**src/rtl/tbpf_pkg.sv**
```systemverilog
// Shared types, constants and helper functions of the background pixel fetch.
package tbpf_pkg;

   localparam int VRAM_BYTES       = 8192;
   localparam int VRAM_AW          = 13;
   localparam int SCREEN_WIDTH_DEF = 160;
   localparam int QUEUE_DEPTH_DEF  = 4;
   localparam int CSR_INDEX_W      = 2;

   // register indexes on the csr port
   localparam logic [CSR_INDEX_W-1:0] CSR_LCD_CONTROL = 2'd0;
   localparam logic [CSR_INDEX_W-1:0] CSR_SCROLL_Y    = 2'd1;
   localparam logic [CSR_INDEX_W-1:0] CSR_SCROLL_X    = 2'd2;
   localparam logic [CSR_INDEX_W-1:0] CSR_BG_PALETTE  = 2'd3;

   // lcd_control bit positions
   localparam int LCDC_BG_ENABLE    = 0;
   localparam int LCDC_MAP_SELECT   = 3;
   localparam int LCDC_DATA_UNSIGNED = 4;

   // video memory layout (offsets from the start of video memory)
   localparam logic [VRAM_AW-1:0] MAP_LOW_BASE       = 13'h1800;
   localparam logic [VRAM_AW-1:0] MAP_HIGH_BASE      = 13'h1C00;
   localparam logic [VRAM_AW-1:0] TILE_UNSIGNED_BASE = 13'h0000;
   // signed tiles sit around 0x1000: base of tile -128 is 0x0800
   localparam logic [VRAM_AW-1:0] TILE_SIGNED_BASE   = 13'h0800;
   localparam logic [7:0]         TILE_SIGN_FLIP     = 8'h80;

   localparam logic [31:0] ARGB_WHITE      = 32'hFFFFFFFF;
   localparam logic [31:0] ARGB_LIGHT_GREY = 32'hFFAAAAAA;
   localparam logic [31:0] ARGB_DARK_GREY  = 32'hFF555555;
   localparam logic [31:0] ARGB_BLACK      = 32'hFF000000;

   // one queued beat, already classified by the front
   typedef struct packed {
      logic               is_pixel;
      logic               bg_on;
      logic               data_unsigned;
      logic [VRAM_AW-1:0] addr;        // write offset, or tile map address
      logic [7:0]         wdata;
      logic [2:0]         fine_y;
      logic [2:0]         fine_x;
      logic [14:0]        pix_index;
   } entry_type;

   function automatic logic [31:0] shade_color(input logic [1:0] shade);
      logic [31:0] color;
      case (shade)
         2'd0:    color = ARGB_WHITE;
         2'd1:    color = ARGB_LIGHT_GREY;
         2'd2:    color = ARGB_DARK_GREY;
         default: color = ARGB_BLACK;
      endcase
      return color;
   endfunction

endpackage

```
**src/rtl/tbpf_fifo.sv**
```systemverilog
// Short queue of classified beats between the front and the back.
module tbpf_fifo
   import tbpf_pkg::*;
#(
   parameter int DEPTH = QUEUE_DEPTH_DEF
) (
   input  logic      clock,
   input  logic      reset,
   input  logic      push,
   input  entry_type push_entry,
   input  logic      pop,
   output entry_type head,
   output logic      full,
   output logic      empty
);

   localparam int PW = (DEPTH > 1) ? $clog2(DEPTH) : 1;
   localparam int CW = $clog2(DEPTH + 1);
   localparam logic [PW-1:0] LAST = PW'(DEPTH - 1);

   entry_type         slot_ff [DEPTH];
   logic [PW-1:0]     wr_ptr_ff, wr_ptr_in;
   logic [PW-1:0]     rd_ptr_ff, rd_ptr_in;
   logic [CW-1:0]     count_ff, count_in;

   assign full  = (count_ff == CW'(DEPTH));
   assign empty = (count_ff == '0);
   assign head  = slot_ff[rd_ptr_ff];

   always_comb begin
      wr_ptr_in = wr_ptr_ff;
      rd_ptr_in = rd_ptr_ff;
      count_in  = count_ff;
      if (push) begin
         wr_ptr_in = (wr_ptr_ff == LAST) ? '0 : wr_ptr_ff + 1'b1;
      end
      if (pop) begin
         rd_ptr_in = (rd_ptr_ff == LAST) ? '0 : rd_ptr_ff + 1'b1;
      end
      if (push && !pop) begin
         count_in = count_ff + 1'b1;
      end else if (pop && !push) begin
         count_in = count_ff - 1'b1;
      end
   end

   always_ff @(posedge clock) begin
      if (reset) begin
         wr_ptr_ff <= '0;
         rd_ptr_ff <= '0;
         count_ff  <= '0;
      end else begin
         wr_ptr_ff <= wr_ptr_in;
         rd_ptr_ff <= rd_ptr_in;
         count_ff  <= count_in;
      end
   end

   always_ff @(posedge clock) begin
      if (push) begin
         slot_ff[wr_ptr_ff] <= push_entry;
      end
   end

endmodule

```
**config.mk**
```make
export PLATFORM = sky130hd
export DESIGN_NAME = tbpf_fifo
export DESIGN_NICKNAME = d
export VERILOG_FILES = /design/src/rtl/tbpf_pkg.sv /design/src/rtl/tbpf_fifo.sv
export SDC_FILE = /design/constraint.sdc
export NUM_CORES = 1
export LEC_CHECK = 0
export BUFFER_PORTS_ARGS = -buffer_cell sky130_fd_sc_hd__buf_2
export CORE_MARGIN = 3
export CORE_UTILIZATION = 50
export DETAILED_ROUTE_END_ITERATION = 10
export PLACE_DENSITY_LB_ADDON = 0.15
export SLEW_MARGIN = 25
export SYNTH_ARGS = -nofsm -noshare
export SYNTH_HDL_FRONTEND = slang
export SYNTH_SLANG_ARGS = --single-unit
```
**constraint.sdc**
```tcl
create_clock -name clock -period 5.25 [get_ports clock]
set_input_delay 1.05 -clock clock [delete_from_list [all_inputs] [get_ports clock]]
set_output_delay 1.05 -clock clock [all_outputs]
set_load 0.005 [all_outputs]
```
# Word level (Yosys, flattened, before mapping)
# Memory sizes are Yosys's and may differ from the RTL's. A register that Yosys moved wholly into a read port is not among the register bits.
# Cells that the tools add are included.
[classes]
n_addsub = 4
multipliers = 0
div = 0
order_cmp = 0
eq_ne = 3
shifts = 0
muxes = 8
n_bitwise = 0
n_reduce_logical = 6
[op_table]
columns = ["cell", "count"]
rows = [
  ["two-way mux 2 bit", 4],
  ["two-way mux 3 bit", 2],
  ["adder 2 x 1 -> 2 bit (second input constant)", 2],
  ["equality test 2 bit (second input constant)", 2],
  ["adder 3 x 1 -> 3 bit (second input constant)", 1],
  ["equality test 3 bit (second input constant)", 1],
  ["logical NOT 3 bit", 1],
  ["subtractor 3 x 1 -> 3 bit (second input constant)", 1],
  ["logical AND 1 bit", 2],
  ["logical NOT 1 bit", 2],
  ["two-way mux 1 bit", 2],
  ["nonzero test 2 bit", 1],
]
[totals]
regBits = 7
latch_bits = 0
ram_bits = 180
rom_bits = 0
output_inout_bits = 47
wordCells = 25
memories = 1
[memory_table]
columns = ["name", "depth", "word_bits", "rd", "rd_ports_with_merged_regs", "wr", "line", "text"]
rows = [
  ["slot_ff", 4, 45, 1, 1, 1, "tbpf_fifo.sv:21", "entry_type slot_ff [DEPTH];"],
]

# Longest topological paths before layout
# Gate-level depths: netlist of the first run.
[depth]
ltp_word = 4
depth_mapped = 7

# Worst setup path after synthesis of the first run
# Ideal clock, no wire load.
[synth_path]
path_kind = "input -> register"
start = "in push"
end = "mem slot_ff[0][0] (netlist bit) (enable)"
setup_ps = 407
t_arrival_ps = 2133
t_required_ps = 4843
path_slack_ps = 2710
stages = 1
path_cell_list = "and2_1"
[synth_via]
elab_chain_cells = 2
[synth_lines]
columns = ["element", "line", "text"]
rows = [
  ["from (decl)", "tbpf_fifo.sv:9", "input logic push,"],
  ["two-way mux 1 bit", "tbpf_fifo.sv:60", "if (push) begin"],
  ["two-way mux 1 bit (not written as such)", "tbpf_fifo.sv:61", "slot_ff[wr_ptr_ff] <= push_entry;"],
  ["to (decl)", "tbpf_fifo.sv:21", ""],
]
# No other way between the ends.

==> flow_metrics.tcl, run 1 <==
set metrics [dict create \
    ys_top_cells_by_area "edfxtp_1 77%, mux4_2 13%, dfxtp_1 2.6%, mux4_1 1.9%, buf_12 1.1%" \
    grt_max_degree 46 \
    post_cts_buffers 0 \
    antenna_found_initial 1 \
    h-tree-depth 4 \
    yosys_register_bits 189 \
    yosysWarnings 0 \
    grt_pass1_vias 3422 \
    hold_buffers 0 \
    crit_slowest_cell "dfxtp_4" \
    grtUsageTotal 0.1601 \
    drt-pass1-iter-count 4 \
    gp_congestion 0.7062 \
    root_buffer "clkbuf_16" \
    critPathMaxStageDelay_ns 0.92 \
    vias_per_cell 5.360 \
    drtIter0Drc 191 \
    crit_required_ns 4.20 \
    post_cts_resized 0 \
    use_met2 0.2618 \
    fillCellCount 998 \
    syn-num-nets 335 \
    num_vias 3098 \
    core-area_um2 13450 \
    cp_max_fo 45 \
    end_kind "output port" \
    grt_pass1_wl_um 18590 \
    cts.sinks 189 \
    numCtsBuffers 17 \
    grt_overflow 0 \
    hold_viol 0 \
    die_w_um 124.3 \
    num-nets-final 444 \
    synth_top_area_share 0.7728 \
    final_cells 578 \
    max_freq_mhz 305.0 \
    syn2layout_area_growth_pct 16.73 \
    syn_avg_cell_area_um2 25.07 \
    multiInputGateArea_um2 1282 \
    p_leak_nw 2.801 \
    setup_viol 0 \
    busiest_layer "met2" \
    hpwl_um 6894 \
    period_share 0.6246 \
    synth.distinct_cells 20 \
    routedWlPerCell_um 20.14 \
    cts_tree "done" \
    path_cells "mux4_1, buf_2" \
    synth_top_cell_by_area "edfxtp_1" \
    rsz0062_at_grt "false" \
    grt.met3_usage 0.05103 \
    num_rows 42 \
    drv_cap 0 \
    dp_cells 545 \
    path_buf_inv 1 \
    final.setup_skew_ns 0.006135 \
    drc_errors 0 \
    hold_path.class "reg2reg" \
    critPathArrivalTime_ns 2.23 \
    drtAntennaViolNets 0 \
    setup_tns_ns 0 \
    netlist_area_um2 6994 \
    worst_pin_slew_ns 0.9122 \
    status "finished, final reports clean" \
    ys_seq_area_frac 0.7986 \
    met1_usage 0.2017 \
    crit_family "flip-flops" \
    regArea_um2 5590 \
    path_class "reg2out" \
    max_slew_margin 0.3919 \
    maxSlewViolCount 0 \
    drive_above_1_share 0.4239 \
    initial_core_util 0.5199 \
    io_pins 96 \
    vdd_drop_max_uv 232.7 \
    clockBufferDepth 2 \
    wirelength_um 11640 \
    portBuffers 95 \
    clkSlewWorstSetupHoldPaths_ns 0.06 \
    dieArea_um2 15440 \
    layout_min_cycle_time_ns 3.279 \
    p_per_area_nw_per_um2 389.4 \
    fp.dieH_um 124.3 \
    syn_inst 279 \
    startpoint_type "register" \
    clkLatencyLatePin_ns 0.42 \
]
==> cell usage after synthesis (all sizes together) <==
library cell	n
edfxtp	180
mux4	45
buf	9
dfxtp	9
nor2	7
ha	6
and2	4
inv	4
mux2i	4
a21oi	2
nor3b	2
xor2	2
clkbuf	1
fa	1
nor3	1
o21ai	1
or3	1
==> flip-flops by register name, summed over array words and instances (netlist names), named ones only <==
name and count:
rd_ptr_ff 2, slot_ff 180, count_ff 3, wr_ptr_ff 2
==> layout by cell type (no fill, tap or decap), types with 5 or more instances in the layout <==
| cell | count |
|---|---|
| ha_1 | 6 |
| dfxtp_1 | 7 |
| nor2_1 | 7 |
| mux4_1 | 5 |
| clkbuf_16 | 17 |
| buf_2 | 95 |
| buf_4 | 5 |
| edfxtp_1 | 180 |
| clkinv_2 | 5 |
| mux4_2 | 40 |
==> final timing paths <==
path | startpoint | endpoint | slack [ns] | depth (start not counted)
max | register | head[27] | 1.97 | 2
min | count_ff[2] | count_ff[2] | 0.51 | 2
max reg2reg | wr_ptr_ff[0] | slot_ff[1][6] | 3.26 | 3
min reg2reg | count_ff[2] | count_ff[2] | 0.51 | 2
==> cell type report <==
class / count / share of cell area
timing repair buffer: 100 / 0.06284
sequential: 189 / 0.6848
multi-input combinational: 76 / 0.1571
inverter: 4 / 0.001839
clock inverter: 11 / 0.01226
tap: 176 / 0.02697
clock buffer: 21 / 0.05395
antenna: 1 / 0.0003065
==> worst register-to-register path, cell delays in order, from the launching register on <==
cell,delay [ns]
dfxtp_1,0.40
ha_1,0.16
and2_2,0.67
buf_4,0.43
==> stage by stage <==
stage          power [mW]    util  instance area (µm²)  hold WS (ns)  setup slack (ns)
6_report            3.179  0.6069                 8164        0.5066             1.971
5_1_grt             3.303  0.6067                 8162        0.5677             1.773
4_1_cts             3.217  0.6067                 8162        0.5102             1.878
3_5_place_dp        2.041  0.5665                 7621        0.4970             2.344
3_3_place_gp        2.032  0.5665                 7621        0.4797             2.344
2_1_floorplan       1.929       -                 6994        0.4603             2.710
==> layer usage <==
layer,vias to the layer above,part of all wire
met2,78,0.50
met4,2,0.017
li1,1399,-
met1,1602,0.42
met5,-,0.0015
met3,17,0.057
==> kinds of logic after synthesis <==
group | after synthesis | synth area share
AOI/OAI and AO/OA | 3 | 0.002146
buffers and inverters | 14 | 0.01878
muxes | 49 | 0.1533
adders and majority gates | 7 | 0.01360
xor gates and xnor gates | 2 | 0.002505
and+or+nand+nor | 15 | 0.01109
DFF | 189 | 0.7986
==> power by group <==
group	switching [mW]	total (mW)	internal, mW
sequential	0.0378	1.76	1.73
combinational	0.112	0.237	0.125
clock	0.489	1.18	0.690
total	0.639	3.18	2.54
No activity file was read; power rests on OpenSTA's default activity.
==> run 2: changes to the inputs <==
==> constraint.sdc (replaced) <==
create_clock -name clock -period 2.9 [get_ports clock]
set_input_delay 0.58 -clock clock [delete_from_list [all_inputs] [get_ports clock]]
set_output_delay 0.58 -clock clock [all_outputs]
set_load 0.005 [all_outputs]
==> run 2 against run 1 <==
Net effect: critical path depth up 1; non-clock buffer count up 3; first-iteration DRC count down 2.1%; global-route usage down 0.090 points; clock power up 86%; via count up 1.1%; wire length down 0.88%; die area unchanged; final cell count unchanged; setup slack worse by 1.6 ns; final area up 1.4%; count of clock-buffer cells in the layout down 2.
==> flow_metrics.tcl, run 2 (same netlist as run 1, synthesis figures left out) <==
set metrics [dict create \
    status "finished, final reports clean" \
    timing.rr.start "wr_ptr_ff[0]" \
    top_regs "slot_ff x180, count_ff x3" \
    fp.dieH_um 124.3 \
    drive_above_1_share 0.4279 \
    setup_tns_ns 0 \
    io_pins 96 \
    top_register "slot_ff" \
    pwr-share-clk 0.377 \
    h-tree-depth 4 \
    numCtsBuffers 17 \
    hold_depth 1 \
    grt_pass1_vias 3367 \
    p_int_mw 4.693 \
    p_per_area_nw_per_um2 706.1 \
    wirelength_um 11540 \
    grt_overflow 0 \
    cts.sinks 189 \
    hp-start "push_entry[43]" \
    grtUsageTotal 0.1592 \
    grt_max_degree 38 \
    num_vias 3132 \
    die_w_um 124.3 \
    maxSlewViolCount 0 \
    mostFrequentLayoutCells "180 x edfxtp_1, 95 x buf_2, 40 x mux4_2, 17 x clkbuf_16" \
    antenna_found_initial 1 \
    comb_power_share 0.080 \
    post_cts_buffers 0 \
    worst_pin_slew_ns 0.5681 \
    vdd_drop_max_uv 415.2 \
    startpoint_type "register" \
    syn2layout_area_growth_pct 18.35 \
    critPathArrivalTime_ns 1.98 \
    seqPwrFrac 0.543 \
    p_sw_frac 0.1972 \
    clkSlewWorstSetupHoldPaths_ns 0.06 \
    reg2reg_depth 4 \
    end_kind "output port" \
    cts_tree "done" \
    fillCellCount 990 \
    clkLatencyLatePin_ns 0.42 \
    p_sw_mw 1.153 \
    hold_path.class "in2reg" \
    dieArea_um2 15440 \
    dp_cells 548 \
    max_freq_mhz 391.3 \
    path_class "reg2out" \
    routedWlPerCell_um 19.96 \
    p_leak_nw 2.837 \
    clockBufferDepth 2 \
    portBuffers 95 \
    initial_core_util 0.5199 \
    hold_buffers 0 \
    drtAntennaViolNets 0 \
    setup_viol 0 \
    hpwl_um 7080 \
    gp_congestion 0.6722 \
    drc_errors 0 \
    layout_min_cycle_time_ns 2.556 \
    layout_commonest_cell "edfxtp_1" \
    drt-pass1-iter-count 4 \
    period_share 0.8813 \
    max_slew_margin 0.6213 \
    cp_max_fo 21 \
    hold_viol 0 \
    antennaDiodeCount 0 \
    root_buffer "clkbuf_16" \
    final_cells 578 \
    num-nets-final 447 \
    drv_cap 0 \
    core-area_um2 13450 \
    post_cts_resized 0 \
    largest_reg_flops 180 \
    drtIter0Drc 187 \
    vias_per_cell 5.419 \
    crit_required_ns 2.32 \
    grt_pass1_wl_um 18500 \
    num_rows 42 \
    final.setup_skew_ns 0.005413 \
    rsz0062_at_grt "false" \
]
[run 2: through the flow]
step                setup slack (ns)  total power, mW  hold WS [ns]    util  area [µm²]
detailed placement            0.7203            3.717        0.5134  0.5738        7719
global placement              0.7254            3.703        0.4848  0.5738        7719
global route                  0.2039            6.078        0.3532  0.6153        8278
CTS                           0.2611            5.922        0.3525  0.6153        8278
finish                        0.3443            5.845        0.3773  0.6153        8278
floorplan                     0.8301            3.493        0.4603       -        6994
[run 2: critical path, cell delays in order, from the launching register on]
cell and delay [ns]:
dfxtp_4 0.58, buf_12 0.27, mux4_1 0.56, buf_2 0.15
[run 2: power by group through the flow]
stage | clock network, mW | logic [mW] | registers [mW]
detailed placement | 0 | 0.480 | 3.24
global placement | 0 | 0.474 | 3.23
global route | 2.37 | 0.516 | 3.19
floorplan | 0 | 0.284 | 3.21
finish | 2.20 | 0.465 | 3.18
CTS | 2.26 | 0.482 | 3.18
[run 2: routing by layer]
layer,vias up,share of wire,track usage
li1,1405,-,-
met1,1629,0.43,0.2062
met2,77,0.50,0.2490
met3,19,0.051,0.05232
met4,2,0.019,0.06963
met5,-,0.00095,0
[run 2: final timing paths]
path,endpoint,slack [ns]
setup / recovery,head[38],0.34
setup reg to reg,slot_ff[0][24],1.26
hold reg to reg,count_ff[2],0.52
hold / removal,slot_ff[3][43],0.38
[run 2: area by class of cell]
class	instances	area [µm²]	share of cell area
clock buffers	19	432.9	0.05230
inverters	4	15.01	0.001814
clock inverters	11	126.4	0.01527
multi-input cells	76	1282	0.1549
well taps	176	220.2	0.02660
repair buffers	103	610.6	0.07376
flip-flops and latches	189	5590	0.6753
