--- config.mk ---
export PLATFORM = sky130hd
export DESIGN_NAME = tbpf_front
export DESIGN_NICKNAME = d
export VERILOG_FILES = /design/src/rtl/tbpf_pkg.sv /design/src/rtl/tbpf_front.sv
export SDC_FILE = /design/constraint.sdc
export NUM_CORES = 1
export LEC_CHECK = 0
export BUFFER_PORTS_ARGS = -buffer_cell sky130_fd_sc_hd__clkbuf_2
export CELL_PAD_IN_SITES_DETAIL_PLACEMENT = 1
export CELL_PAD_IN_SITES_GLOBAL_PLACEMENT = 2
export CORE_UTILIZATION = 28
export DETAILED_ROUTE_END_ITERATION = 8
export PLACE_DENSITY_LB_ADDON = 0.1
export SETUP_SLACK_MARGIN = 0.05
export SYNTH_ARGS = -nofsm -noshare
export SYNTH_HDL_FRONTEND = slang
export SYNTH_SLANG_ARGS = --single-unit
--- constraint.sdc ---
create_clock -name clock -period 5.55 [get_ports clock]
set_input_delay 1.11 -clock clock [delete_from_list [all_inputs] [get_ports clock]]
set_output_delay 1.11 -clock clock [all_outputs]
set_load 0.02 [all_outputs]
--- src/rtl/tbpf_pkg.sv ---
// Shared types, constants and helper functions of the background pixel fetch.
package tbpf_pkg;

   localparam int VRAM_BYTES       = 8192;
   localparam int VRAM_AW          = 13;
   localparam int SCREEN_WIDTH_DEF = 160;
   localparam int QUEUE_DEPTH_DEF  = 4;
   localparam int CSR_INDEX_W      = 2;

   // register indexes on the csr port
   localparam logic [CSR_INDEX_W-1:0] CSR_LCD_CONTROL = 2'd0;
   localparam logic [CSR_INDEX_W-1:0] CSR_SCROLL_Y    = 2'd1;
   localparam logic [CSR_INDEX_W-1:0] CSR_SCROLL_X    = 2'd2;
   localparam logic [CSR_INDEX_W-1:0] CSR_BG_PALETTE  = 2'd3;

   // lcd_control bit positions
   localparam int LCDC_BG_ENABLE    = 0;
   localparam int LCDC_MAP_SELECT   = 3;
   localparam int LCDC_DATA_UNSIGNED = 4;

   // video memory layout (offsets from the start of video memory)
   localparam logic [VRAM_AW-1:0] MAP_LOW_BASE       = 13'h1800;
   localparam logic [VRAM_AW-1:0] MAP_HIGH_BASE      = 13'h1C00;
   localparam logic [VRAM_AW-1:0] TILE_UNSIGNED_BASE = 13'h0000;
   // signed tiles sit around 0x1000: base of tile -128 is 0x0800
   localparam logic [VRAM_AW-1:0] TILE_SIGNED_BASE   = 13'h0800;
   localparam logic [7:0]         TILE_SIGN_FLIP     = 8'h80;

   localparam logic [31:0] ARGB_WHITE      = 32'hFFFFFFFF;
   localparam logic [31:0] ARGB_LIGHT_GREY = 32'hFFAAAAAA;
   localparam logic [31:0] ARGB_DARK_GREY  = 32'hFF555555;
   localparam logic [31:0] ARGB_BLACK      = 32'hFF000000;

   // one queued beat, already classified by the front
   typedef struct packed {
      logic               is_pixel;
      logic               bg_on;
      logic               data_unsigned;
      logic [VRAM_AW-1:0] addr;        // write offset, or tile map address
      logic [7:0]         wdata;
      logic [2:0]         fine_y;
      logic [2:0]         fine_x;
      logic [14:0]        pix_index;
   } entry_type;

   function automatic logic [31:0] shade_color(input logic [1:0] shade);
      logic [31:0] color;
      case (shade)
         2'd0:    color = ARGB_WHITE;
         2'd1:    color = ARGB_LIGHT_GREY;
         2'd2:    color = ARGB_DARK_GREY;
         default: color = ARGB_BLACK;
      endcase
      return color;
   endfunction

endpackage

--- src/rtl/tbpf_front.sv ---
// Front: config registers, request acceptance and classification into queue beats.
module tbpf_front
   import tbpf_pkg::*;
#(
   parameter int SCREEN_WIDTH = SCREEN_WIDTH_DEF
) (
   input  logic                   clock,
   input  logic                   reset,
   input  logic                   csr_we,
   input  logic [CSR_INDEX_W-1:0] csr_index,
   input  logic [7:0]             csr_wdata,
   input  logic                   req_valid,
   output logic                   req_ready,
   input  logic                   req_mode,
   input  logic [VRAM_AW-1:0]     req_vram_offset,
   input  logic [7:0]             req_write_data,
   input  logic [7:0]             req_line,
   input  logic [7:0]             req_column,
   input  logic                   queue_full,
   output logic                   push,
   output entry_type              push_entry,
   output logic [7:0]             bg_palette
);

   logic [7:0]  lcd_control_ff, lcd_control_in;
   logic [7:0]  scroll_y_ff, scroll_y_in;
   logic [7:0]  scroll_x_ff, scroll_x_in;
   logic [7:0]  bg_palette_ff, bg_palette_in;
   logic [7:0]  y_pos, x_pos;
   logic [16:0] row_start, pix_sum;
   logic [VRAM_AW-1:0] map_base;

   always_comb begin
      lcd_control_in = lcd_control_ff;
      scroll_y_in    = scroll_y_ff;
      scroll_x_in    = scroll_x_ff;
      bg_palette_in  = bg_palette_ff;
      if (csr_we) begin
         case (csr_index)
            CSR_LCD_CONTROL: lcd_control_in = csr_wdata;
            CSR_SCROLL_Y:    scroll_y_in    = csr_wdata;
            CSR_SCROLL_X:    scroll_x_in    = csr_wdata;
            CSR_BG_PALETTE:  bg_palette_in  = csr_wdata;
            default: ;
         endcase
      end
   end

   always_ff @(posedge clock) begin
      if (reset) begin
         lcd_control_ff <= '0;
         scroll_y_ff    <= '0;
         scroll_x_ff    <= '0;
         bg_palette_ff  <= '0;
      end else begin
         lcd_control_ff <= lcd_control_in;
         scroll_y_ff    <= scroll_y_in;
         scroll_x_ff    <= scroll_x_in;
         bg_palette_ff  <= bg_palette_in;
      end
   end

   assign bg_palette = bg_palette_ff;
   assign req_ready  = !queue_full;
   assign push       = req_valid && !queue_full;

   // scroll wraps at 256 by the 8-bit sum
   assign y_pos     = req_line + scroll_y_ff;
   assign x_pos     = req_column + scroll_x_ff;
   assign map_base  = lcd_control_ff[LCDC_MAP_SELECT] ? MAP_HIGH_BASE : MAP_LOW_BASE;
   assign row_start = 17'(req_line) * 17'(SCREEN_WIDTH);
   assign pix_sum   = row_start + 17'(req_column);

   always_comb begin
      push_entry.is_pixel      = req_mode;
      push_entry.bg_on         = lcd_control_ff[LCDC_BG_ENABLE];
      push_entry.data_unsigned = lcd_control_ff[LCDC_DATA_UNSIGNED];
      push_entry.wdata         = req_write_data;
      push_entry.fine_y        = y_pos[2:0];
      push_entry.fine_x        = x_pos[2:0];
      push_entry.pix_index     = pix_sum[14:0];
      // a write carries its offset, a pixel the tile map byte address
      push_entry.addr          = req_mode ? (map_base + {3'b000, y_pos[7:3], x_pos[7:3]})
                                          : req_vram_offset;
   end

endmodule

Word-level counts from Yosys, hierarchy flattened
Index checks and enable logic that the tools add are counted.
{"block": "word_totals", "mem_count": 0, "ram_bits": 0, "inputBits": 53, "out_inout_bits": 55, "reg_bits": 29, "rom_bits": 0, "latch_bits": 0, "wordCells": 21}
{"block": "classes", "mul": 1, "eq_ne": 3, "magnitude_cmp": 0, "n_addsub": 4, "n_mux": 2, "reduce_logical": 7, "shifts": 0, "div": 0, "bitwise": 0}
{"op": "adder 8 bit", "n": 2}
{"op": "adder 15 x 8 -> 15 bit", "n": 1}
{"op": "adder 12 x 11 -> 13 bit", "n": 1}
{"op": "2-to-1 mux 13 bit", "n": 1}
{"op": "2-to-1 mux 11 bit", "n": 1}
{"op": "multiplier 8 x 3 -> 10 bit (second input constant)", "n": 1}
{"op": "AND reduction 2 bit", "n": 4}
{"op": "equality test 2 bit (second input constant)", "n": 2}
{"op": "equality test 2 x 1 -> 1 bit (second input constant)", "n": 1}
{"op": "zero test 2 bit", "n": 1}
{"op": "logical AND 1 bit", "n": 1}
{"op": "zero test 1 bit", "n": 1}

Logic depth before layout (Yosys ltp)
Gate-level depths: netlist of the first run.
{"block": "logic_depth", "word_depth": 3, "depth_mapped": 8, "depth_no_buf": 8}

Worst setup path after synthesis of the first run
No wires, ideal clock.
{"block": "synth_timing", "kind": "input -> output", "startpoint": "input port req_line[1]", "endpoint": "output port push_entry[14] in the netlist's numbering", "arrival_ns": 3.085, "n_path_buf": 0, "path_slack_ns": 1.355, "path_stages": 7, "required_ns": 4.440, "cell_sequence": "ha_1 -> ha_1 -> fa_1 -> xor2_1 -> nor3b_1 -> nand4_2 -> xnor2_1"}
{"item": "start, declared", "line": "tbpf_front.sv:17", "text": "input logic [7:0] req_line,"}
{"item": "end, declared", "line": "tbpf_front.sv:21", "text": "output entry_type push_entry,"}

==> reports/qor.yml, run 1 <==
io_pins: 108
outcome: "finished, final reports clean"
wirelength_met1_um: 3060
worstSetupPathType: "in -> out"
h-tree-depth: 1
grt_overflow: 0
first_iter_violations: 42
crit_arrival_ps: 3290
start_util_pct: 29.0
cts_inserted_buffers: 3
peakVddDrop_mv: 0.0948
hold_violations: 0
cts_tree: "built"
gp_congestion: 0.714
insertion_delay_ps: 270
synth_flop_cell: "dfxtp_1"
maxUsedRoutingLayer: "met4"
remaining_drc_errors: 0
finalCriticalPeriod_ps: 4400
cellLeakagePower_nw: 1.56
grt_usage_pct: 14.4
cp_data_required_time_ps: 4440
cts_buffer_depth: 2
cap_violations: 0
cts_setup_buffers: 0
finalMaxSlewViolations: 0
antenna_found_initial: 0
reg2reg_depth: 2
fin_nets: 435
wire_per_inst_um: 14.1
areaGrowthSynthToFinish_pct: 20.2
slew_headroom_pct: 60.5
grt_pass1_wl_um: 10200
final_area_um2: 2880
vias_per_cell: 4.79
port_buffers: 91
coreArea_um2: 8260
drt_first_pass_iters: 4
chipWidth_um: 94.5
die_height_um: 94.5
setup_viol: 0
ys_ff_latch: 27
synth_edf_count: 0
diodes: 0
async_reset_ff_share_pct: 0
avgSynthCellArea_um2: 8.68
yosysWarnings: 0
max_slew.worst_pin.slew_ps: 591
cts_root_buf: "clkbuf_8"
dp.final_hpwl_um: 5320
grt_max_degree: 28
wl_met2_um: 2980
setup_tns_ps: 0
cts.hold.buffers_added: 0
cts_resized: 0
ant_nets: 0
max_freq_ghz: 0.227
end_kind: "output port"
final_util_pct: 34.9
power_density_nw_per_um2: 198
drive_above_1_share_pct: 30.7
synth_nets: 362
wl_met3_um: 316
rsz0062_at_grt: "no"
timing.final.crit_share_pct: 79.3
yosysUniqueCellTypes: 52
crit_fanout: 4
clock_skew_ps: 0
dr_total_vias: 2170
clk_pin_slew_ps: 90
synthCells: 276
synth_area_um2: 2390
ys_seq_area_share_pct: 22.6
hold_path_depth: 2
fp.dieArea_um2: 8930
drt_wl_total_um: 6370
placed_cell_area_um2: 2830
rows: 33
critPathLaunchType: "input port"
min_path_type: "reg -> reg"
cts_sinks: 27
grt_pass1_vias: 2054
-- path summary, 6_finish.rpt --
kind | startpoint | to | slack [ps]
worst min-delay path | lcd_control_ff[0] | lcd_control_ff[0] | 500
worst max register to register | scroll_y_ff[1] | scroll_y_ff[1] | 4880
worst min register to register | lcd_control_ff[0] | lcd_control_ff[0] | 500
worst max-delay path | req_line[1] | push_entry[14] | 1150
-- synth_stat cells, types with 3 or more instances --
library cell / instances / area, um2
nor2_1: 35 / 131
ha_1: 29 / 363
dfxtp_1: 27 / 541
mux2i_1: 27 / 270
inv_1: 17 / 63.8
buf_4: 16 / 120
nand2_1: 15 / 56.3
xnor2_1: 13 / 114
a21oi_1: 9 / 45.0
a21o_1: 5 / 37.5
nor2b_1: 5 / 31.3
fa_1: 4 / 80.1
nand3_1: 4 / 20.0
o21ai_1: 4 / 20.0
o31ai_1: 4 / 30.0
clkbuf_1: 3 / 11.3
mux2_2: 3 / 33.8
nand3b_1: 3 / 22.5
nor3_1: 3 / 15.0
o21ai_0: 3 / 15.0
or3_1: 3 / 18.8
or4_1: 3 / 22.5
xor2_1: 3 / 26.3
-- final cells by class --
type,count,area (um2)
repair buffers,91,455
fillers,1027,5380
flip-flops and latches,27,541
inverters,18,67.6
multi-input cells,208,1640
well taps,105,131
clock buffers,3,41.3
clock inverters,1,5.00
-- cell usage in the layout, fill, tap and decap left out, types with 4 or more instances in the layout --
| cell type | instances |
|---|---|
| nor2b_1 | 5 |
| fa_1 | 4 |
| ha_1 | 29 |
| xnor2_1 | 13 |
| dfxtp_1 | 27 |
| nor2_1 | 35 |
| a21o_1 | 5 |
| mux2i_1 | 27 |
| o31ai_1 | 4 |
| a21oi_1 | 9 |
| inv_1 | 17 |
| nand3_1 | 4 |
| nand2_1 | 15 |
| clkbuf_2 | 91 |
| o21ai_1 | 4 |
-- logic make-up (layout without fill, tap and decap cells) --
| kind of cell | after synthesis | count (layout) | synth area share [%] |
|---|---|---|---|
| compound gates | 43 | 43 | 12.5 |
| xor+xnor | 17 | 17 | 6.53 |
| mux | 30 | 30 | 12.7 |
| fa+ha+maj | 33 | 33 | 18.5 |
| simple gates | 85 | 85 | 18.1 |
| flops | 27 | 27 | 22.6 |
| buf+inv | 41 | 113 | 9.04 |
-- sequential cells by signal (all words and copies together), names as in the netlist --
register / flops
bg_palette: 8
lcd_control_ff: 3
scroll_x_ff: 8
scroll_y_ff: 8
-- critical path, stage by stage --
cell and delay (ps):
clkbuf_2 120, ha_1 300, ha_1 220, fa_1 410, xor2_1 240, nor3b_1 410, nand4_2 150, xnor2_1 150
clkbuf_2 180
-- through the flow --
| stage | setup slack [ps] | cells | total power, mW | hold WS [ps] |
|---|---|---|---|---|
| 6_report | 1150 | 453 | 0.570 | 502 |
| 3_5_place_dp | 1130 | 449 | 0.469 | 489 |
| 5_1_grt | 972 | 453 | 0.612 | 538 |
| 4_1_cts | 1100 | 453 | 0.580 | 513 |
| 3_3_place_gp | 1130 | 449 | 0.467 | 477 |
| 2_1_floorplan | 1350 | 276 | 0.396 | 454 |
-- routing by layer --
metal	vias to the layer above	global-route usage, %
met4	0	3.03
met5	-	0
met3	2	1.29
met2	56	24.4
met1	1007	19.9
li1	1105	-
-- report_power, final --
group	switching [mW]	internal, mW	total, mW
clock	0.0595	0.0502	0.110
sequential	0.00431	0.200	0.205
combinational	0.153	0.102	0.255
Power figures use the tool's default switching activity.
==> inputs of run 2 (changes only) <==
--- a/config.mk
+++ b/config.mk
@@ -5,10 +5,11 @@
 export SDC_FILE = /design/constraint.sdc
 export NUM_CORES = 1
 export LEC_CHECK = 0
+export ABC_AREA = 1
 export BUFFER_PORTS_ARGS = -buffer_cell sky130_fd_sc_hd__clkbuf_2
 export CELL_PAD_IN_SITES_DETAIL_PLACEMENT = 1
 export CELL_PAD_IN_SITES_GLOBAL_PLACEMENT = 2
-export CORE_UTILIZATION = 28
+export CORE_UTILIZATION = 25
 export DETAILED_ROUTE_END_ITERATION = 8
 export PLACE_DENSITY_LB_ADDON = 0.1
 export SETUP_SLACK_MARGIN = 0.05
==> constraint.sdc (replaced) <==
create_clock -name clock -period 4.1 [get_ports clock]
set_input_delay 0.82 -clock clock [delete_from_list [all_inputs] [get_ports clock]]
set_output_delay 0.82 -clock clock [all_outputs]
set_load 0.02 [all_outputs]
==> reports/qor.yml, run 2 <==
timing.final.crit_share_pct: 91.6
synthMostInstantiatedCell: "nand2_1"  # was nor2_1
dpl.cell_count: 540  # was 449
chipWidth_um: 100  # was 94.5 um
placed_cell_area_um2: 2880  # was 2830 um2
setup_tns_ps: 0  # unchanged
drt_first_pass_iters: 4  # unchanged
slew_headroom_pct: 63.9  # was 60.5%
cts_setup_buffers: 0  # unchanged
fin_nets: 502  # was 435
grt_pass1_vias: 2362  # was 2054
hold_path_depth: 2  # unchanged
drive_above_1_share_pct: 28.2  # was 30.7%
max_freq_ghz: 0.266
cts_inserted_buffers: 3  # unchanged
ys_ff_latch: 27  # unchanged
peakVddDrop_mv: 0.104  # was 0.0948 mV
cts_root_buf: "clkbuf_8"  # unchanged
insertion_delay_ps: 260  # was 270 ps
worstSetupPathType: "in -> out"  # unchanged
rrSetupSlack_ps: 3340  # was 4880 ps
min_path_type: "reg -> reg"  # unchanged
final_common_cell: "nand2_1"  # was clkbuf_2
grt_max_degree: 28  # unchanged
grt_overflow: 0  # unchanged
coreArea_um2: 9280  # was 8260 um2
yosysUniqueCellTypes: 32  # was 52
vias_per_cell: 4.43  # was 4.79
cts.hold.buffers_added: 0  # unchanged
hold_end: "bg_palette[5]"  # was lcd_control_ff[0]
start_util_pct: 26.0  # was 29.0%
h-tree-depth: 1  # unchanged
fp.dieArea_um2: 10000  # was 8930 um2
pre_cts_ws_ps: 303  # was 1130 ps
gp_congestion: 0.746  # was 0.714
port_buffers: 91  # unchanged
critPathLaunchType: "input port"  # unchanged
io_pins: 108  # unchanged
max_slew.worst_pin.slew_ps: 542  # was 591 ps
finalMaxSlewViolations: 0  # unchanged
yosys.area.top_type_share_pct: 22.4  # was 22.6%
finalCriticalPeriod_ps: 3750
first_iter_violations: 53  # was 42
ys_top_cells_by_area: "dfxtp_1 (22%), nand2_1 (16%), ha_1 (15%)"  # was dfxtp_1 (23%), ha_1 (15%), mux2i_1 (11%)
cp_data_required_time_ps: 3280  # was 4440 ps
diodes: 0  # unchanged
synthCells: 343  # was 276
cellLeakagePower_nw: 1.45  # was 1.56 nW
dr_total_vias: 2411  # was 2170
mostFrequentLayoutCells: "nand2_1 (102), clkbuf_2 (91), a21oi_1 (38)"  # was clkbuf_2 (91), nor2_1 (35), ha_1 (29)
synth_area_um2: 2410  # was 2390 um2
synth_top_cell_by_area: "dfxtp_1"  # unchanged
synth_flop_cell: "dfxtp_1"  # unchanged
yosysWarnings: 0  # unchanged
setup_viol: 0  # unchanged
crit_arrival_ps: 2930  # was 3290 ps
cts_resized: 0  # unchanged
clk_pin_slew_ps: 90  # about the same
timing.rr.end: "scroll_y_ff[1]"  # unchanged
cts_buffer_depth: 2  # unchanged
r2r_start: "scroll_y_ff[1]"  # unchanged
clock_skew_ps: 0  # unchanged
die_height_um: 100  # was 94.5 um
min_from: "bg_palette[5]"  # was lcd_control_ff[0]
outcome: "finished, final reports clean"  # unchanged
dp.final_hpwl_um: 5780  # was 5320 um
hold_violations: 0  # unchanged
power_uw: 773  # was 570 uW
remaining_drc_errors: 0  # unchanged
synth_common_cells: "nand2_1 (102), a21oi_1 (38), ha_1 (29)"  # was nor2_1 (35), ha_1 (29), dfxtp_1 (27), mux2i_1 (27), inv_1 (17)
end_kind: "output port"  # unchanged
drt_wl_total_um: 6740  # was 6370 um
final_area_um2: 2920  # was 2880 um2
cts_sinks: 27  # unchanged
reg2reg_depth: 2  # unchanged
cap_violations: 0  # unchanged
crit_fanout: 4  # unchanged
grt_usage_pct: 13.9  # was 14.4%
wire_per_inst_um: 12.4  # was 14.1 um
finalNonFillerCells: 544  # was 453
areaGrowthSynthToFinish_pct: 21.3  # was 20.2%
timing.final.ws_setup_ps: 345  # was 1150 ps
power_density_nw_per_um2: 264  # was 198 nW/um2
grt_pass1_wl_um: 11200  # was 10200 um
cts_tree: "built"  # unchanged
rows: 35  # was 33
async_reset_ff_share_pct: 0  # unchanged
rsz0062_at_grt: "no"  # unchanged
ant_nets: 0  # unchanged
synth_nets: 429  # was 362
avgSynthCellArea_um2: 7.03  # was 8.68 um2
antenna_found_initial: 0  # unchanged
synth_edf_count: 0  # unchanged
ys_seq_area_share_pct: 22.4  # was 22.6%
[run 2: cell count changes in the layout (fill, tap and decap cells not counted), moves of 8 or more]
cell | previous run | this run
nor2_1 | 35 | 5
inv_2 | 1 | 10
nand2_1 | 15 | 102
inv_1 | 17 | 25
nand4_1 | 1 | 14
a21oi_1 | 9 | 38
nand3_1 | 4 | 18
mux2i_1 | 27 | 0
[run 2: how the worst max path moves through the flow]
| stage | from | to | cells past startpoint |
|---|---|---|---|
| final | req_line[1] | push_entry[14] | 15 |
| after global placement | req_line[1] | push_entry[14] | 15 |
| after floorplan | req_line[1] | push_entry[12] | 10 |
| after detailed placement | req_line[1] | push_entry[14] | 15 |
| after global routing | req_line[1] | push_entry[14] | 15 |
| after CTS | req_line[1] | push_entry[14] | 15 |
[run 2: critical path: stages]
cell and delay (ps):
clkbuf_2 120, ha_1 290, ha_1 240, fa_1 550, nand2_1 60, inv_1 70, nand4_1 70, nand2_1 110
inv_2 50, nor2_2 160, nand3_1 90, nand2_1 60, nand2_1 50, inv_1 40, clkbuf_2 150
[run 2: logic make-up (layout without fill, tap and decap cells)]
group                    Yosys count  count (layout)  synth area share [%]
XOR/XNOR                          19              19                  7.52
buffers and inverters             58             130                  11.7
adder cells (fa/ha/maj)           33              33                  18.4
AO/OA/AOI/OAI                     55              55                  12.4
AND/OR/NAND/NOR                  151             151                  27.6
flip-flops                        27              27                  22.4
[run 2: metrics by stage]
| stage | hold slack, ps | utilization, % |
|---|---|---|
| detailed placement | 459 | 31.0 |
| floorplan | 440 | - |
| global route | 487 | 31.5 |
| CTS | 475 | 31.5 |
| finish | 471 | 31.5 |
| global placement | 456 | 31.0 |
[run 2: final cells by class]
cell class / count / area (um2)
flip-flops and latches: 27 / 541
fillers: 1229 / 6360
multi-input cells: 258 / 1590
well taps: 129 / 161
inverters: 35 / 131
repair buffers: 91 / 455
clock buffers: 3 / 41.3
clock inverters: 1 / 5.00
[run 2: routing by layer]
layer,wire length [um],global-route usage [%],up-vias
li1,-,-,1257
met1,3290,18.8,1109
met2,3250,24.4,41
met3,166,0.905,4
met4,27,2.23,0
met5,0,0,-
[run 2: where the power goes]
group	leakage (nW)	internal, mW	switching [mW]
sequential	0.219	0.271	0.00531
combinational	1.21	0.128	0.222
clock	0.0255	0.0679	0.0793
==> inputs of run 3 (changes only) <==
--- a/config.mk
+++ b/config.mk
@@ -5,13 +5,14 @@
 export SDC_FILE = /design/constraint.sdc
 export NUM_CORES = 1
 export LEC_CHECK = 0
-export ABC_AREA = 1
+export ABC_AREA = 0
 export BUFFER_PORTS_ARGS = -buffer_cell sky130_fd_sc_hd__clkbuf_2
+export CAP_MARGIN = 10
 export CELL_PAD_IN_SITES_DETAIL_PLACEMENT = 1
 export CELL_PAD_IN_SITES_GLOBAL_PLACEMENT = 2
-export CORE_UTILIZATION = 25
+export CORE_UTILIZATION = 26
 export DETAILED_ROUTE_END_ITERATION = 8
-export PLACE_DENSITY_LB_ADDON = 0.1
+export PLACE_DENSITY = 0.79
 export SETUP_SLACK_MARGIN = 0.05
 export SYNTH_ARGS = -nofsm -noshare
 export SYNTH_HDL_FRONTEND = slang
==> reports/qor.yml, run 3 (synthesis results as in run 1) <==
cellLeakagePower_nw: 1.56  # was 1.45 nW
drt_first_pass_iters: 8  # was 4
rsz0062_at_grt: "no"  # unchanged
cp_data_required_time_ps: 3280  # about the same
cap_violations: 0  # unchanged
vias_per_cell: 4.73  # was 4.43
critPathLaunchType: "input port"  # unchanged
finalCriticalPeriod_ps: 3810  # was 3750 ps
hold_violations: 0  # unchanged
grt_overflow: 0  # unchanged
final_util_pct: 32.8  # was 31.5%
cts_inserted_buffers: 3  # unchanged
power_switching_uw: 295  # was 306 uW
whs_ps: 508  # was 471 ps
final_common_cell: "clkbuf_2"  # was nand2_1
crit_fanout: 4  # unchanged
cts_resized: 0  # unchanged
mostFrequentLayoutCells: "clkbuf_2 (91), nor2_1 (35), ha_1 (29)"  # was nand2_1 (102), clkbuf_2 (91), a21oi_1 (38)
power_frac_seq_pct: 35.7  # was 35.8%
drive_above_1_share_pct: 30.7  # was 28.2%
dpl.cell_count: 452  # was 540
finalMaxSlewViolations: 0  # unchanged
diodes: 0  # unchanged
dp.final_hpwl_um: 5470  # was 5780 um
cts_buffer_depth: 2  # unchanged
gp_congestion: 0.796  # was 0.746
worstSetupPathType: "in -> out"  # unchanged
end_kind: "output port"  # unchanged
violations: "design-rule violations"
rows: 34  # was 35
swShare_pct: 38.1  # was 39.6%
remaining_drc_errors: 8  # was 0
p_comb_share_pct: 45.0  # was 45.2%
cts.hold.buffers_added: 0  # unchanged
cts_sinks: 27  # unchanged
areaGrowthSynthToFinish_pct: 20.5  # was 21.3%
fp.dieArea_um2: 9600  # was 10000 um2
slew_headroom_pct: 63.1  # was 63.9%
port_buffers: 91  # unchanged
grt_usage_pct: 13.3  # was 13.9%
cts_root_buf: "clkbuf_8"  # unchanged
h-tree-depth: 1  # unchanged
power.internal_uw: 479  # was 467 uW
finalNonFillerCells: 456  # was 544
die_height_um: 98.0  # was 100 um
power_density_nw_per_um2: 268  # was 264 nW/um2
dr_total_vias: 2156  # was 2411
drt_wl_total_um: 6400  # was 6740 um
setup_tns_ps: 0  # unchanged
clk_pin_slew_ps: 90  # about the same
max_slew.worst_pin.slew_ps: 552  # was 542 ps
setup_viol: 0  # unchanged
cts_tree: "built"  # unchanged
antenna_found_initial: 0  # unchanged
wire_per_inst_um: 14.0  # was 12.4 um
min_path_type: "reg -> reg"  # unchanged
clock_skew_ps: 0  # unchanged
grt_pass1_wl_um: 10500  # was 11200 um
clkPwrFrac_pct: 19.3  # was 19.0%
peakVddDrop_mv: 0.125  # was 0.104 mV
insertion_delay_ps: 260  # about the same
fin_nets: 435  # was 502
first_iter_violations: 44  # was 53
power_uw: 775  # was 773 uW
ant_nets: 0  # unchanged
io_pins: 108  # unchanged
max_freq_ghz: 0.262  # was 0.266 GHz
crit_arrival_ps: 2990  # was 2930 ps
cts_setup_buffers: 0  # unchanged
coreArea_um2: 8810  # was 9280 um2
grt_pass1_vias: 2213  # was 2362
outcome: "finished, violations left"  # was finished, final reports clean
start_util_pct: 27.2  # was 26.0%
timing.final.crit_share_pct: 93.0  # was 91.6%
chipWidth_um: 98.0  # was 100 um
grt_max_degree: 28  # unchanged
==> run 3: cell count changes in the layout (fill, tap and decap cells not counted), sizes merged, moves of 14 or more <==
cell   change
a21oi     -30
inv       -17
mux2i     +27
nand2     -89
nand3     -14
nor2      +27
==> run 3: cell type report <==
cell class | count | area, um2
sequential | 27 | 541
inverter | 18 | 67.6
fill | 1066 | 5920
tap | 108 | 135
timing repair buffer | 91 | 455
clock buffer | 4 | 45.0
multi-input combinational | 208 | 1640
==> run 3: stage by stage <==
step	worst slack [ps]	cell area, um2
after global routing	118	2890
after detailed placement	201	2840
after floorplan	485	2390
after global placement	249	2840
after CTS	187	2880
final	287	2890
==> run 3: path summary, 6_finish.rpt <==
check,startpoint,end,slack (ps),cells after the start
max,req_line[1],push_entry[14],290,10
min reg2reg,bg_palette[0],bg_palette[0],510,2
max reg2reg,scroll_x_ff[1],scroll_x_ff[1],3420,2
min,bg_palette[0],bg_palette[0],510,2
==> run 3: metal layers <==
metal / part of all wire, % / up-vias / global-route usage (%)
li1: - / 1097 / -
met1: 47 / 1007 / 17.0
met2: 48 / 46 / 23.8
met3: 3.9 / 6 / 1.79
met5: 0 / - / 0
met4: 1.1 / 0 / 2.80
==> run 3: critical path, cell delays in order <==
cell	delay, ps
clkbuf_2	120
ha_1	300
ha_1	230
fa_1	420
a211oi_1	290
nor2_1	130
xor2_2	220
nand4_2	140
xnor2_1	150
clkbuf_2	180
==> run 3: power by group through the flow <==
stage               Sequential, mW  Clock, mW  Combinational [mW]
finish                       0.277      0.149               0.348
global route                 0.278      0.170               0.383
CTS                          0.277      0.157               0.353
detailed placement           0.283          0               0.351
global placement             0.283          0               0.347
floorplan                    0.284          0               0.252
